$ cat config.mk
export PLATFORM = sky130hd
export DESIGN_NAME = tmtw_cursor
export DESIGN_NICKNAME = d
export VERILOG_FILES = /design/src/design/tmtw_pkg.sv /design/src/design/tmtw_cursor.sv
export SDC_FILE = /design/constraint.sdc
export NUM_CORES = 1
export LEC_CHECK = 0
export BUFFER_PORTS_ARGS = -buffer_cell sky130_fd_sc_hd__clkbuf_2
export CAP_MARGIN = 20
export CORE_MARGIN = 2
export CORE_UTILIZATION = 38
export CTS_CLUSTER_DIAMETER = 40
export DETAILED_ROUTE_END_ITERATION = 6
export PLACE_DENSITY = 0.64
export RECOVER_POWER = 50
export SYNTH_ARGS = -nofsm -noshare
export SYNTH_HDL_FRONTEND = slang
export SYNTH_SLANG_ARGS = --single-unit
$ cat constraint.sdc
create_clock -name clk -period 3.2 [get_ports clk]
set_input_delay 0.32 -clock clk [delete_from_list [all_inputs] [get_ports clk]]
set_output_delay 0.32 -clock clk [all_outputs]
set_load 0.02 [all_outputs]
$ cat src/design/tmtw_pkg.sv
// ---------------------------------------------------------------------------
// tmtw_pkg
// Types and constants of the text-mode terminal writer.
// ---------------------------------------------------------------------------
package tmtw_pkg;

  // Screen geometry.
  localparam int COLUMNS = 80;
  localparam int ROWS    = 25;
  localparam int CELLS   = COLUMNS * ROWS;
  localparam int LAST    = (ROWS - 1) * COLUMNS;

  // Field widths.
  localparam int FUNC_W = 2;
  localparam int CHAR_W = 8;
  localparam int POS_W  = 11;
  localparam int ROW_W  = 5;
  localparam int COL_W  = 7;
  localparam int CELL_W = 16;
  localparam int ADDR_W = 3;

  // Item selector codes; the last one does nothing but report the cursor.
  typedef enum logic [FUNC_W-1:0] {
    FUNC_PUT    = 2'd0,
    FUNC_CLEAR  = 2'd1,
    FUNC_READ   = 2'd2,
    FUNC_UNUSED = 2'd3
  } func_t;

  // Control characters.
  localparam logic [CHAR_W-1:0] CH_BACKSPACE = 8'd8;
  localparam logic [CHAR_W-1:0] CH_NEWLINE   = 8'd10;
  localparam logic [CHAR_W-1:0] CH_RETURN    = 8'd13;
  localparam logic [CHAR_W-1:0] CH_BLANK     = 8'h20;

  // Register map and reset colour.
  localparam logic REG_TEXT_COLOR = 1'b0;
  localparam logic [7:0] COLOR_RESET = 8'h07;

  // Sequencer states.
  typedef enum logic [2:0] {
    ST_INIT,
    ST_IDLE,
    ST_READ,
    ST_CLEAR,
    ST_COPY,
    ST_FILL
  } state_t;

  // Cursor update commands from the sequencer.
  typedef struct packed {
    logic home;
    logic col_clear;
    logic col_dec;
    logic col_inc;
    logic row_inc;
  } cursor_cmd_t;

  // Cursor status back to the sequencer.
  typedef struct packed {
    logic             last_col;
    logic             last_row;
    logic [POS_W-1:0] pos;
  } cursor_stat_t;

endpackage

$ cat src/design/tmtw_cursor.sv
// ---------------------------------------------------------------------------
// tmtw_cursor
// Cursor row, column and row base address, updated by sequencer commands.
// ---------------------------------------------------------------------------
module tmtw_cursor (
  input  logic                  clk,
  input  logic                  rst,
  input  tmtw_pkg::cursor_cmd_t cmd,
  output tmtw_pkg::cursor_stat_t stat
);
  import tmtw_pkg::*;

  logic [ROW_W-1:0] row;
  logic [COL_W-1:0] col;
  logic [POS_W-1:0] row_base;

  // Row and row base move together so the linear position needs no multiply.
  always_ff @(posedge clk) begin
    if (rst || cmd.home) begin
      row      <= '0;
      col      <= '0;
      row_base <= '0;
    end else begin
      if (cmd.row_inc) begin
        row      <= row + 1'b1;
        row_base <= row_base + POS_W'(COLUMNS);
      end
      if (cmd.col_clear) begin
        col <= '0;
      end else if (cmd.col_dec && col != '0) begin
        col <= col - 1'b1;
      end else if (cmd.col_inc) begin
        col <= col + 1'b1;
      end
    end
  end

  // Status toward the sequencer.
  assign stat.last_col = (col == COL_W'(COLUMNS - 1));
  assign stat.last_row = (row == ROW_W'(ROWS - 1));
  assign stat.pos      = row_base + POS_W'(col);

endmodule

-- Word-level counts from Yosys, hierarchy flattened
Cells that the tools add are included.
- flip-flop bits (word level): 23
- input port bits: 7
- output and inout bits: 13
- word-level logic and storage cells: 17
- add/sub/neg operators: 5
- equality and inequality tests: 2
- muxes and demuxes: 2
- reductions and logical operators: 5
- operator list (cell ; number):
    $mux 7 ; 2
    $add 11x7->11 ; 1
    $add 11x7->11 const B ; 1
    $add 7x1->7 const B ; 1
    $eq 7x7->1 const B ; 1
    $reduce_bool 7->1 ; 1
    $sub 7x1->7 const B ; 1
    $add 5x1->5 const B ; 1
    $eq 5x5->1 const B ; 1
    $reduce_bool 2->1 ; 1
    $reduce_or 2->1 ; 1
    $logic_and 1x1->1 ; 1
    $logic_or 1x1->1 ; 1

-- Longest topological paths before layout
Gate-level depths: netlist of run 1.
- depth after elaboration: 3
- gate-level depth with buffers: 9
- mapped depth without buffers: 9

-- Least setup slack after synthesis of run 1
No wires, ideal clock.
- path type: register -> register
- start point: register col[6]
- end point: register col[6]
- library setup time: 63 ps
- data arrival time: 2654 ps
- data required time: 3137 ps
- path slack: 484 ps
- stages on the path, launching flop included: 10
- path buffers: 0
- period minus slack after synthesis: 2716 ps
- cell sequence: dfxtp_1 -> or4_4 -> o41ai_4 -> inv_1 -> ha_1 -> nor2b_1 -> o31a_1 -> o22ai_1 -> or4_1 -> nand3b_1
- word-level cells in the longest chain between the ends: 3
- elaborated cells on any way between the ends: 7
- those cells by class: add/sub: 2; mux: 2; reduce/logical: 3
- ends and longest elaborated chain (element ; RTL line ; source):
    from (decl) ; tmtw_cursor.sv:14 ; logic [COL_W-1:0] col;
    from (signal assigned) ; tmtw_cursor.sv:31 ; col <= col - 1'b1;
    from (signal assigned) ; tmtw_cursor.sv:33 ; col <= col + 1'b1;
    $add 7x1->7 / $reduce_bool 7->1 (equally long branches) ; tmtw_cursor.sv:33, tmtw_cursor.sv:30 ;
    $mux 7 / $logic_and 1x1->1 (equally long branches) ; tmtw_cursor.sv:32, tmtw_cursor.sv:30 ;
    $mux 7 / $reduce_bool 2->1 (equally long branches) ; n/a ;
Several ways; a longest one is shown, not always the timed one. The select of a mux whose other input is x is not followed.
A chain may end at the register's enable or synchronous reset.

-- Worst setup path after layout of run 1
Ends and elaborated chain as after synthesis.

==> summary.txt, run 1 <==
Run status
  – Status: complete, no violations

Logic synthesis
  – Register bit count reported by yosys: 19
  – Ys async rst share: 0%
  – Mapped Area: between 1000 and 1500 um2
  – Syn_area_per_cell: 8.77 um2
  – Yosys warns: 0
  – Post-synth EDFFs: 0
  – Mapped Cells: ~150
  – Netlist cell types: 38
  – Most used DFF post-synth: dfxtp_1
  – Net Count, Synth: 166
  – Sequential share of the synthesized area: between 20% and 30%

Detailed routing
  – Post-route DRC: 0
  – Number of vias per cell: 4.88
  – Met3 wire length: 116 um
  – Post-DR wirelength/cell: roughly 12 um
  – Top Layer Used: met4
  – Routed wl met2: 1150 um
  – WL met1: 1100 um
  – Drt total wl: approximately 2400 um
  – Routed vias: 1006
  – Pre-antenna DRT Iters: 4
  – Routed Antenna Nets: 0
  – Initial DRC count: 21

Setup path
  – Startpoint types: flip-flop
  – Critical path required time: 3.46 ns
  – Kind of end point of the critical path: flip-flop
  – CP arrival: 3.03 ns
  – Critical path type: flip-flop to flip-flop
  – Critical path fanouts, max: 5
  – Worst Reg-to-Reg Cells: 9

Timing
  – Final hold violations: 0
  – Tmin final: 2.76 ns
  – Worst hold slack: 0.359 ns
  – Final period utilization: a little under nine tenths
  – RSZ-0062 raised after global routing: false
  – Setup Skew: 0.00795 ns
  – Final setup vio count: 0
  – F_max: about 360 MHz
  – Slew headroom: 75.0%
  – Sum Neg Setup Slack: 0 ns
  – Max-slew violations: 0
  – Worst slew pin tran: 0.374 ns

Global routing
  – Vias in the first global route: approximately 920
  – Global-route wire length before repair: 4010 um
  – Initial antenna violation count: 0
  – Largest net degree at the start of global routing: 13
  – Congestion Overflow GR: 0
  – All-Layer GR Usage: 14.2%

Finish
  – Nets: about 180
  – Final Util: a little over two fifths
  – Area growth from synthesis to final layout: 9.78%
  – Ant diodes: 0
  – Commonest non-fill, non-tap cell in the layout: nor2_1
  – Most frequent cells in the layout: nor2_1 (20), dfxtp_1 (19), clkbuf_2 (15)
  – Layout cells sized above 1: 17.5%
  – Final std cells w/o fill: 206

CTS
  – H-Tree Level Count: 1
  – CTS resizes: 0
  – Setup Fix Bufs, Post-CTS: 0
  – Clock root buffer master: clkbuf_4
  – Cts hold-fix bufs: 0
  – Clk_lat worst skew: just over 0.3 ns
  – TritonCTS Buffers: 3
  – CTS tree: done
  – Clk sinks: 19
  – Clock Pin Slew Worst Setup and Hold Paths: 0.13 ns
  – CTS Buffer Depth: 2

Placement
  – PortBufs: 19
  – GP Congestion: between 0.7 and 0.8
  – Placed Instances: 202
  – Final HPWL DP: 1840 um

Pwr
  – Power Density: around 310 nW/um2
  – P_leak: just under 0.6 nW
  – Peak supply drop: about 240 uV

Worst hold path
  – Min-delay worst type: primary input to flip-flop
  – Hold Path Depth: 4

Flow run
  – Max_cap viols: 0

Die
  – Die width: 62.0 um
  – Die area: between 3000 and 4000 um2
  – Core ar.: around 3300 um2
  – # IOs: 20
  – Initial core utilization: 39.0%
  – Cell row count: 21
  – Die span in y: 62.0 um
## state kept, by name (all words and copies together), names as in the netlist
signal,cells
col,7
row,5
row_base,7
## kinds of logic after synthesis
logic type / count (synthesis) / share of synthesized area (%)
AND/OR/NAND/NOR: 49 / 20.1
XOR/XNOR: 17 / 11.6
flip-flops: 19 / 29.7
AO/OA/AOI/OAI: 23 / 13.1
adder cells (fa/ha/maj): 13 / 13.9
buffers and inverters: 20 / 7.63
multiplexers: 5 / 3.91
## Yosys cell counts, types with 3 or more instances
cell type  number  share of area [%]
a21o_1          3                1.8
a21oi_1         5                2.0
buf_4           4                2.3
clkbuf_1        5                1.5
dfxtp_1        19                 30
ha_1           11                 11
inv_1          10                2.9
mux2i_1         5                3.9
nand2_1         3               0.88
nand3_1         4                1.6
nor2_1         20                5.9
nor2b_1         4                2.0
o21ai_0         6                2.3
or2_2           3                1.5
xnor2_1        11                7.5
xor2_1          6                4.1
## per-layer routing
layer / vias up / global-route usage [%]
met1: 466 / 17.3
met3: 2 / 4.76
met4: 0 / 5.47
met2: 18 / 23.1
met5: - / 0
li1: 520 / -
## stage by stage
| step | area (um2) | setup WS [ns] | power, mW |
|---|---|---|---|
| 3_5_place_dp | 1380 | 0.484 | 0.309 |
| 6_report | 1410 | 0.439 | 0.437 |
| 4_1_cts | 1410 | 0.426 | 0.443 |
| 3_3_place_gp | 1380 | 0.562 | 0.307 |
| 2_1_floorplan | 1280 | 0.484 | 0.296 |
| 5_1_grt | 1410 | 0.278 | 0.463 |
## worst max-delay path, stage by stage, from the launching register on
cell	delay, ns
dfxtp_1	0.37
or4_4	0.55
o41ai_4	0.22
inv_1	0.17
ha_1	0.37
nor2b_1	0.18
o31a_1	0.16
o22ai_1	0.11
or4_1	0.49
nand3b_1	0.09
## final timing paths
path	from	endpoint	slack, ns
max	col[6]$_SDFFE_PP0P_	col[6]$_SDFFE_PP0P_	0.44
min	cmd[1]	col[6]$_SDFFE_PP0P_	0.36
max reg2reg	col[6]$_SDFFE_PP0P_	col[6]$_SDFFE_PP0P_	0.44
min reg2reg	row_base[10]$_SDFFE_PP0P_	row_base[10]$_SDFFE_PP0P_	0.50
## where the power goes
part,switching (mW),internal (mW),total (mW)
registers,0.00575,0.240,0.246
logic,0.0313,0.0252,0.0565
clock network,0.0864,0.0477,0.134
## cell type report
| type | count | area, um2 |
|---|---|---|
| tap | 46 | 57.6 |
| sequential | 19 | 380 |
| inverter | 10 | 37.5 |
| timing repair buffer | 20 | 97.6 |
| clock buffer | 3 | 22.5 |
| fill | 340 | 1880 |
| clock inverter | 1 | 7.51 |
| multi-input combinational | 107 | 802 |
Note: power is estimated with default switching activity, not from simulation.
==> run 2, diff against run 1 <==
--- a/config.mk
+++ b/config.mk
@@ -11,7 +11,7 @@
 export CORE_UTILIZATION = 38
 export CTS_CLUSTER_DIAMETER = 40
 export DETAILED_ROUTE_END_ITERATION = 6
-export PLACE_DENSITY = 0.64
+export PLACE_DENSITY_LB_ADDON = 0.05
 export RECOVER_POWER = 50
 export SYNTH_ARGS = -nofsm -noshare
 export SYNTH_HDL_FRONTEND = slang
==> run 2 against run 1 <==
Against the previous run:
- die area stayed put
- via count is 3.4% lower
- routed wire length fell by 3.8%
- sequential cell count stayed put
- maximum frequency rose by 0.25%
- total power decreased by 2.8%
- critical path depth is the same
- register-to-register slack barely moved
- sequential power barely moved
- cell area is 0.27% lower
- final cell count stayed put
==> summary.txt, run 2 (synthesis results as in run 1) <==
Finish
  – Ant diodes: 0
  – Commonest non-fill, non-tap cell in the layout: nor2_1
  – Regs by FF count: col (7), row_base (7), row (5)
  – Layout cells sized above 1: 16.9%
  – Final std cell area, no fill: ~1400 um2
  – Final Util: about 43%
  – Nets: 181
  – Area growth from synthesis to final layout: 9.48%
  – Most frequent cells in the layout: nor2_1 (20), dfxtp_1 (19), clkbuf_2 (15)

Die
  – Initial core utilization: around two fifths
  – Die span in y: between 60 and 70 um
  – Core ar.: 3280 um2
  – Die width: 62.0 um
  – Die area: 3850 um2
  – Cell row count: 21
  – # IOs: 20

Flow run
  – Max_cap viols: 0

Placement
  – GP Congestion: 0.791
  – Setup WS pre-CTS: ~0.48 ns
  – Post-place instance area: 1380 um2
  – Final HPWL DP: 1790 um
  – PortBufs: 19

Pwr
  – Peak supply drop: 194 uV
  – Power Density: 303 nW/um2
  – P_leak: 0.598 nW

Timing
  – Final period utilization: 86.1%
  – Final Worst Setup Slack: around 0.45 ns
  – F_max: about 360 MHz
  – Slew headroom: 75.3%
  – Final setup vio count: 0
  – Tmin final: 2.75 ns
  – Max-slew violations: 0
  – Worst hold slack: ~0.38 ns
  – Sum Neg Setup Slack: 0 ns
  – Final hold violations: 0
  – RSZ-0062 raised after global routing: false
  – Setup Skew: around 0.0084 ns
  – Worst slew pin tran: between 0.3 and 0.4 ns

Detailed routing
  – Pre-antenna DRT Iters: 3
  – Number of vias per cell: 4.72
  – Post-route DRC: 0
  – Initial DRC count: 28
  – Routed vias: 972
  – Routed Antenna Nets: 0
  – Drt total wl: around 2300 um
  – Post-DR wirelength/cell: 11.2 um

Setup path
  – Startpoint types: flip-flop
  – Critical path required time: 3.44 ns
  – Critical path fanouts, max: 5
  – Kind of end point of the critical path: flip-flop
  – CP arrival: ~3 ns
  – Critical path type: flip-flop to flip-flop

Global routing
  – All-Layer GR Usage: 13.9%
  – Congestion Overflow GR: 0
  – Largest net degree at the start of global routing: 13
  – Initial antenna violation count: 0
  – Vias in the first global route: 905
  – Global-route wire length before repair: 3950 um

Run status
  – Status: complete, no violations

CTS
  – H-Tree Level Count: 1
  – TritonCTS Buffers: 3
  – Clock Pin Slew Worst Setup and Hold Paths: 0.11 ns
  – Cts hold-fix bufs: 0
  – Clk_lat worst skew: 0.30 ns
  – CTS Buffer Depth: 2
  – Clk sinks: 19
  – Clock root buffer master: clkbuf_4
  – Setup Fix Bufs, Post-CTS: 0
  – CTS resizes: 0
  – CTS tree: done

Worst hold path
  – Min-delay worst type: primary input to flip-flop
[run 2: cell count changes in the layout (fill, tap and decap cells not counted)]
cell,change
clkbuf_1,+1
clkinvlp_4,-1
[run 2: cell type report]
cell class                      count  area, um2
Clock buffer                        4       26.3
Tap cell                           46       57.6
Multi-Input combinational cell    107        802
Sequential cell                    19        380
Fill cell                         344       1880
Inverter                           10       37.5
Timing Repair Buffer               20       97.6
[run 2: final timing paths]
| path | startpoint | endpoint | slack, ns | cells after the start |
|---|---|---|---|---|
| worst max-delay path | col[6]$_SDFFE_PP0P_ | col[6]$_SDFFE_PP0P_ | 0.45 | 9 |
| worst min-delay path | cmd[1] | col[6]$_SDFFE_PP0P_ | 0.38 | 4 |
| worst max register to register | col[6]$_SDFFE_PP0P_ | col[6]$_SDFFE_PP0P_ | 0.45 | 9 |
| worst min register to register | row[4]$_SDFFE_PP0P_ | row[4]$_SDFFE_PP0P_ | 0.52 | 2 |
[run 2: where the power goes]
group	internal (mW)	leakage, nW	switching (mW)
clock	0.0484	0.0150	0.0743
sequential	0.240	0.154	0.00588
combinational	0.0253	0.429	0.0304
[run 2: worst max-delay path: stages, from the launching register on]
cell,delay (ns)
dfxtp_1,0.36
or4_4,0.55
o41ai_4,0.23
inv_1,0.16
ha_1,0.36
nor2b_1,0.19
o31a_1,0.16
o22ai_1,0.11
or4_1,0.47
nand3b_1,0.10
[run 2: per-stage QoR]
stage               power (mW)  instances
global route             0.448        206
finish                   0.425        206
detailed placement       0.309        202
global placement         0.309        202
CTS                      0.436        206
floorplan                0.296        146
[run 2: routing by layer]
| metal | wire (um) | part of all wire (%) | up-vias | GRT usage, % |
|---|---|---|---|---|
| met5 | 0 | 0 | - | 0 |
| met4 | 20 | 0.87 | 0 | 5.47 |
| met3 | 59 | 2.6 | 2 | 1.86 |
| met2 | 1100 | 48 | 9 | 22.5 |
| met1 | 1120 | 49 | 437 | 18.6 |
| li1 | - | - | 524 | - |
==> run 3, diff against run 2 <==
==> constraint.sdc (replaced) <==
create_clock -name clk -period 2.3 [get_ports clk]
set_input_delay 0.23 -clock clk [delete_from_list [all_inputs] [get_ports clk]]
set_output_delay 0.23 -clock clk [all_outputs]
set_load 0.02 [all_outputs]
==> run 3 against run 2 <==
Against the previous run:
- the run now ends with negative setup slack left
- critical endpoint unchanged
- maximum frequency grew 9.5%
- register-to-register slack lost 0.66 ns
- cell area grew 16%
- combinational power grew 81%
- via count grew 9.4%
- critical path depth is the same
- largest cell class unchanged
- sequential cell count is the same
- first-iteration DRC count shrank 7.1%
- utilization grew 6.9 points
- clock power grew 36%
- total power grew 43%
- final cell count grew 8.3%
==> summary.txt, run 3 (synthesis results as in run 1) <==
Timing
  – Setup Skew: ~0.0066 ns
  – Tmin final: 2.52 ns
  – RSZ-0062 raised after global routing: true
  – Worst slew pin tran: 0.388 ns
  – Slew headroom: 74.2%
  – Worst hold slack: 0.297 ns
  – Max-slew violations: 0
  – Final setup vio count: 3
  – F_max: about 400 MHz
  – Final period utilization: 109%
  – Final Worst Setup Slack: -0.216 ns
  – Final hold violations: 0

Detailed routing
  – Pre-antenna DRT Iters: 4
  – Post-route DRC: 0
  – Number of vias per cell: 4.77
  – Drt total wl: 2700 um
  – Initial DRC count: 26
  – Routed vias: 1063
  – Post-DR wirelength/cell: 12.1 um
  – Routed Antenna Nets: 0

Setup path
  – Kind of end point of the critical path: flip-flop
  – CP max-delay cell: or4_4
  – Buffers & Inverters on Critical Path: 1
  – Startpoint types: flip-flop
  – Critical path type: flip-flop to flip-flop
  – CP arrival: 2.76 ns
  – Critical path fanouts, max: 5
  – Largest delay share family, worst path: simple AND/OR/NAND/NOR gates
  – Slowest stage delay, CP: 0.54 ns
  – Crit-path cells: or4_4, o41ai_4, inv_2, ha_4, nor2b_4, o31a_1, o22ai_2, or4_1, nand3b_1
  – Critical path required time: 2.54 ns

Die
  – Die area: just under 4000 um2
  – Die width: 62.0 um
  – Die span in y: about 62 um
  – Core ar.: 3280 um2
  – Cell row count: 21
  – Initial core utilization: 39.0%
  – # IOs: 20

Finish
  – Ant diodes: 0
  – Area growth from synthesis to final layout: 27.3%
  – Regs by FF count: col (7), row_base (7), row (5)
  – Commonest non-fill, non-tap cell in the layout: nor2_1
  – Final Util: 49.6%
  – Most frequent cells in the layout: nor2_1 (20), buf_4 (18), dfxtp_1 (17)
  – # fillers: 328
  – Final std cells w/o fill: around 220
  – Nets: 198
  – Layout cells sized above 1: 35.0%

CTS
  – Clock Pin Slew Worst Setup and Hold Paths: 0.11 ns
  – CTS Buffer Depth: 2
  – CTS tree: done
  – Clock root buffer master: clkbuf_4
  – H-Tree Level Count: 1
  – Clk sinks: 19
  – Clk_lat worst skew: 0.29 ns
  – TritonCTS Buffers: 3
  – Cts hold-fix bufs: 0

Global routing
  – Initial antenna violation count: 0
  – Global-route wire length before repair: 4600 um
  – Vias in the first global route: 1043
  – All-Layer GR Usage: 16.6%
  – Largest net degree at the start of global routing: 13
  – Congestion Overflow GR: 0

Placement
  – PortBufs: 19
  – GP Congestion: ~0.75
  – Final HPWL DP: 2240 um
  – Placed Instances: between 200 and 250

Run status
  – Status: finished with violations
  – Failing checks: negative setup slack

Flow run
  – Max_cap viols: 0

Worst hold path
  – Min-delay worst type: primary input to flip-flop

Pwr
  – Peak supply drop: 308 uV
  – Power Density: around 370 nW/um2
  – P_leak: 0.702 nW
## run 3: tightest hold or removal path, cell delays in order
cell and delay [ns]:
clkbuf_2 0.09, nand2_2 0.05, or4_1 0.10, nand3b_1 0.07
## run 3: timing repair
action	in CTS	in global routing
resized for setup	10	3
buffers inserted	2	2
hold endpoints to repair	0	0
pin swaps	11	2
cloned	0	0
setup endpoints to repair	6	6
## run 3: cell type report
class	count	area, um2	area share [%]
well taps	46	57.6	3.53
flip-flops and latches	19	385	23.7
multi-input cells	107	888	54.5
clock buffers	4	26.3	1.61
inverters	10	37.5	2.30
repair buffers	37	234	14.4
## run 3: final timing paths
path | slack [ns] | end | cells past startpoint | from
worst max-delay path | -0.22 | col[6]$_SDFFE_PP0P_ | 9 | col[3]$_SDFFE_PP0P_
worst min-delay path | 0.30 | col[6]$_SDFFE_PP0P_ | 4 | cmd[1]
worst max register to register | -0.22 | col[6]$_SDFFE_PP0P_ | 9 | col[3]$_SDFFE_PP0P_
worst min register to register | 0.51 | row_base[10]$_SDFFE_PP0P_ | 2 | row_base[10]$_SDFFE_PP0P_
## run 3: stage by stage
stage               setup slack, ns  TNS, ns  total power [mW]  cell area (um2)
floorplan                    -0.393    -1.06             0.416             1340
global placement             -0.230   -0.618             0.443             1540
detailed placement           -0.296   -0.789             0.444             1540
CTS                          -0.236   -0.647             0.623             1620
global route                 -0.332   -0.977             0.651             1630
finish                       -0.216   -0.587             0.608             1630
## run 3: per-layer routing
metal,up-vias,routed length (um),track usage [%]
met2,14,1410,30.5
met4,0,21,6.38
li1,554,-,-
met1,493,1200,19.1
met3,2,67,2.28
met5,-,0,0
## run 3: where the power goes
part	switching (mW)	internal [mW]	leakage [nW]
combinational	0.0514	0.0496	0.532
clock	0.100	0.0674	0.0150
sequential	0.00665	0.333	0.155
total	0.158	0.450	0.702
